--- src/design/mtx3_pkg.sv ---
`default_nettype none
// ----------------------------------------------------------------------------
// mtx3_pkg
// Widths, formats and the job record shared by the 3x3 inverse blocks.
// ----------------------------------------------------------------------------
package mtx3_pkg;

  localparam int IW       = 16;            // element width, Q4.12
  localparam int OW       = 32;            // result width, Q16.16
  localparam int FRAC_IN  = 12;
  localparam int FRAC_OUT = 16;
  localparam int FRAC     = FRAC_IN + FRAC_OUT;
  localparam int PW       = 2 * IW;        // product of two elements
  localparam int AW       = PW + 1;        // adjugate entry
  localparam int DW       = IW + AW + 2;   // determinant
  localparam int NUMW     = AW + FRAC + 1; // rounded scaled numerator
  localparam int QB       = OW + 1;        // quotient bits kept
  localparam int CW       = DW + QB;       // divider compare width
  localparam int NE       = 9;
  localparam int FDEPTH   = 2;

  // adjugate entry k = m[a]*m[b] - m[c]*m[d], element index col*3+row
  localparam int ADJ_IDX [NE][4] = '{
    '{4, 8, 7, 5},
    '{2, 7, 1, 8},
    '{1, 5, 2, 4},
    '{5, 6, 3, 8},
    '{0, 8, 2, 6},
    '{3, 2, 0, 5},
    '{3, 7, 6, 4},
    '{6, 1, 0, 7},
    '{0, 4, 3, 1}
  };

  typedef struct packed {
    logic                      singular;
    logic [NE-1:0]             neg;
    logic [NE-1:0][NUMW-1:0]   num;
    logic [DW-1:0]             den;
  } mtx3_job_t;

endpackage
`default_nettype wire

--- src/design/mtx3_fifo.sv ---
`default_nettype none
// ----------------------------------------------------------------------------
// mtx3_fifo
// Short job queue between the front and the divider back end.
// ----------------------------------------------------------------------------
module mtx3_fifo (
  input  logic                clk_i,
  input  logic                rst_ni,
  input  logic                push_i,
  output logic                full_o,
  input  mtx3_pkg::mtx3_job_t job_i,
  input  logic                pop_i,
  output logic                empty_o,
  output mtx3_pkg::mtx3_job_t job_o
);

  localparam int PTRW = (mtx3_pkg::FDEPTH > 1) ? $clog2(mtx3_pkg::FDEPTH) : 1;
  localparam int CNTW = $clog2(mtx3_pkg::FDEPTH + 1);

  mtx3_pkg::mtx3_job_t mem_q [mtx3_pkg::FDEPTH];
  logic [PTRW-1:0] wp_q, rp_q;
  logic [CNTW-1:0] cnt_q;
  logic            do_push, do_pop;

  assign full_o  = (cnt_q == CNTW'(mtx3_pkg::FDEPTH));
  assign empty_o = (cnt_q == '0);
  assign do_push = push_i && !full_o;
  assign do_pop  = pop_i && !empty_o;
  assign job_o   = mem_q[rp_q];

  function automatic logic [PTRW-1:0] inc(input logic [PTRW-1:0] p);
    inc = (p == PTRW'(mtx3_pkg::FDEPTH - 1)) ? '0 : p + 1'b1;
  endfunction

  always_ff @(posedge clk_i or negedge rst_ni) begin
    if (!rst_ni) begin
      wp_q  <= '0;
      rp_q  <= '0;
      cnt_q <= '0;
    end else begin
      if (do_push) wp_q <= inc(wp_q);
      if (do_pop)  rp_q <= inc(rp_q);
      cnt_q <= cnt_q + CNTW'(do_push) - CNTW'(do_pop);
    end
  end

  always_ff @(posedge clk_i) begin
    if (do_push) mem_q[wp_q] <= job_i;
  end

endmodule
`default_nettype wire

--- config.mk ---
export PLATFORM = sky130hd
export DESIGN_NAME = mtx3_fifo
export DESIGN_NICKNAME = d
export VERILOG_FILES = /design/src/design/mtx3_pkg.sv /design/src/design/mtx3_fifo.sv
export SDC_FILE = /design/constraint.sdc
export NUM_CORES = 1
export LEC_CHECK = 0
export ABC_AREA = 1
export ABC_CLOCK_PERIOD_IN_PS = 31700
export BUFFER_PORTS_ARGS = -buffer_cell sky130_fd_sc_hd__buf_2
export CAP_MARGIN = 20
export CORE_AREA = 8 8 477 479
export DETAILED_ROUTE_END_ITERATION = 12
export DIE_AREA = 0 0 485 487
export PLACE_DENSITY = 0.43
export SYNTH_ARGS = -nofsm -noshare
export SYNTH_HDL_FRONTEND = slang
export SYNTH_SLANG_ARGS = --single-unit
--- constraint.sdc ---
create_clock -name clk_i -period 31.7 [get_ports clk_i]
set_input_delay 3.17 -clock clk_i [delete_from_list [all_inputs] [get_ports clk_i]]
set_output_delay 3.17 -clock clk_i [all_outputs]
set_load 0.05 [all_outputs]
==> flow_summary_export.csv <==
group,metric,value,unit
run_status,status,"complete, no violations",
global_routing,grt_first_pass_wirelength,232000,um
finish,regArea,37300,um^2
place,hpwl,125000,um
critical_path,worst_ep_required_time,28.53,ns
yosys,ys_seq_area_share,81.8,%
cts,clockRootBuffer,"clkbuf_16",
cts,clk_pin_slew,0.06,ns
power_and_ir_drop,swShare,48.3,%
yosys,yosys_warnings,0,
global_routing,antenna_found_initial,141,
cts,cts.sinks,1242,
finish,area_growth_syn_to_layout,29.7,%
yosys,netlist_area,45600,um^2
cts,ctsHoldBuffers,0,
sta,fin_setup_tns,0,ns
sta,max_freq,112,MHz
cts,cts_buffers,145,
power_and_ir_drop,power_frac_clock,22.4,%
die,io_pins,1244,
power_and_ir_drop,powerDensity,119,nW/um^2
finish,layout-drive-gt1-share,31.3,%
critical_path,cp-end-kind,"output port",
drt,wl_per_cell,22.4,um
job,cap_violations,0,
sta,skew,0.0237,ns
drt,vias_per_cell,3.92,
die,core,220000,um^2
finish,multi_input_area,7070,um^2
finish,final_cell_mix,"nand2_1 (1870), buf_2 (1243), edfxtp_1 (1238)",
die,die_x,485,um
sta,hold_viol,0,
yosys,syn_inst,3266,
sta,rsz0062_at_grt,"no",
global_routing,first_global_vias,29572,
die,die_y,487,um
cts,tritoncts,"done",
power_and_ir_drop,sequentialPowerShare,33.1,%
yosys,synth_nets,3891,
yosys,synth.distinct_cells,14,
critical_path,worstRegToRegCells,7,
sta,worst_hold_slack,0.471,ns
power_and_ir_drop,leakage,24.5,nW
power_and_ir_drop,power.switching,3.40,mW
place,io_buffers,1243,
critical_path,critPathLaunchType,"register",
cts,clockBufferDepth,3,
drt,num_vias,29737,
place,gp_congestion,0.851,
power_and_ir_drop,p_comb_share,44.6,%
die,start_util,20.7,%
sta,setup-violations-final,0,
min_path,holdPathStages,2,
sta,fin_crit_sh,28.2,%
critical_path,crit_type,"register to output port",
die,num_rows,173,
finish,fillers,22976,
min_path,min_path_type,"register to register",
power_and_ir_drop,intPower,3.65,mW
cts,cts-resized-gates,0,
global_routing,overflow,0,
critical_path,worstPathArrival,5.76,ns
drt,drt_iter0_markers,2329,
sta,drv_slew,0,
sta,worstMarginPinSlew,1.30,ns
sta,timing.slew.headroom,13.6,%
yosys,ys_ff_latch,1242,
power_and_ir_drop,irDropWorstVdd,0.0869,mV
sta,min_period,8.93,ns
global_routing,track_usage,13.6,%
critical_path,crit_fanout,72,
yosys,syn_avg_cell_area,14.0,um^2
finish,nNetsFinal,5174,
cts,clk_latency,0.77,ns
drt,wl,170000,um
die,fp.dieArea,236000,um^2
cts,cts_max_level,4,
drt,drt-pass1-iter-count,5,
finish,final_common_cell,"nand2_1",
global_routing,grt_max_degree,251,
drt,ant_nets,0,
drt,drc_errors,0,
cts,cts_setup_buffers,0,
[power by group through the flow]
stage | clock network, mW | registers [mW] | logic [mW]
4_1_cts | 1.63 | 2.33 | 3.21
6_report | 1.58 | 2.33 | 3.14
2_1_floorplan | 0 | 2.68 | 2.29
3_3_place_gp | 0 | 2.36 | 3.21
3_5_place_dp | 0 | 2.36 | 3.21
5_1_grt | 1.69 | 2.36 | 3.35
[synth_stat cells]
library cell / count / area, um^2
dfrtp_1: 4 / 100
buf_2: 62 / 310
nor2_1: 1 / 3.75
buf_12: 5 / 100
nand2_1: 1870 / 7020
nand3_1: 3 / 15.0
clkbuf_1: 2 / 7.51
inv_6: 1 / 8.76
buf_4: 6 / 45.0
ha_1: 2 / 25.0
inv_1: 10 / 37.5
buf_8: 6 / 90.1
buf_6: 56 / 631
edfxtp_1: 1238 / 37200
[layout make-up]
| cell class | instances | share of cell area, % |
|---|---|---|
| clock buffers | 191 | 6.47 |
| multi-input cells | 1876 | 12.0 |
| repair buffers | 1273 | 11.0 |
| clock inverters | 69 | 1.14 |
| well taps | 2887 | 6.11 |
| diodes | 30 | 0.127 |
| flip-flops and latches | 1242 | 63.1 |
| inverters | 11 | 0.127 |
[worst paths after layout]
kind | from | endpoint | slack [ns]
min in group asynchronous | rst_ni | rp_q$_DFFE_PN0P_ | 2.20
max in group asynchronous | rst_ni | rp_q$_DFFE_PN0P_ | 29.36
min | wp_q$_DFFE_PN0P_ | wp_q$_DFFE_PN0P_ | 0.47
min reg2reg | wp_q$_DFFE_PN0P_ | wp_q$_DFFE_PN0P_ | 0.47
max reg2reg | cnt_q[1]$_DFF_PN0_ | mem_q[1][353]$_DFFE_PP_ | 26.74
max | rp_q$_DFFE_PN0P_ | job_o[57] | 22.77
[worst max-delay path: stages (launching register included)]
cell,delay (ns)
dfrtp_4,0.98
buf_4,0.70
buf_4,0.68
buf_4,0.78
buf_4,0.65
buf_16,0.31
nand2_1,0.08
nand2_1,0.21
buf_2,0.32
[layer usage]
metal | wire length, um | GRT usage, % | vias up | share of wire [%]
met5 | 636 | 0 | - | 0.37
met4 | 3970 | 3.43 | 96 | 2.3
met3 | 19800 | 6.95 | 372 | 12
met2 | 76500 | 21.4 | 1329 | 45
met1 | 68800 | 16.7 | 14248 | 41
li1 | - | - | 13692 | -
[registers in the layout (all words and copies together) (netlist names)]
register	cells
mem_q	1238
cnt_q	2
rp_q	1
wp_q	1
[cell families after synthesis]
family                     after synthesis  share of synthesized area (%)
buffers and inverters                  148                           2.70
DFF                                   1242                           81.8
adders and majority gates                2                         0.0549
and+or+nand+nor                       1874                           15.4
[through the flow]
stage          cells  setup WS (ns)  utilization, %  instance area [um^2]  power (mW)
2_1_floorplan   3266           1.24               -                 45600        4.96
4_1_cts         7549          22.56            26.8                 59000        7.18
3_3_place_gp    7288          23.31            24.7                 54500        5.58
5_1_grt         7560          22.39            26.8                 59100        7.40
6_report        7579          22.77            26.8                 59100        7.05
3_5_place_dp    7289          23.46            24.8                 54500        5.57
Note: power is estimated with default switching activity, not from simulation.
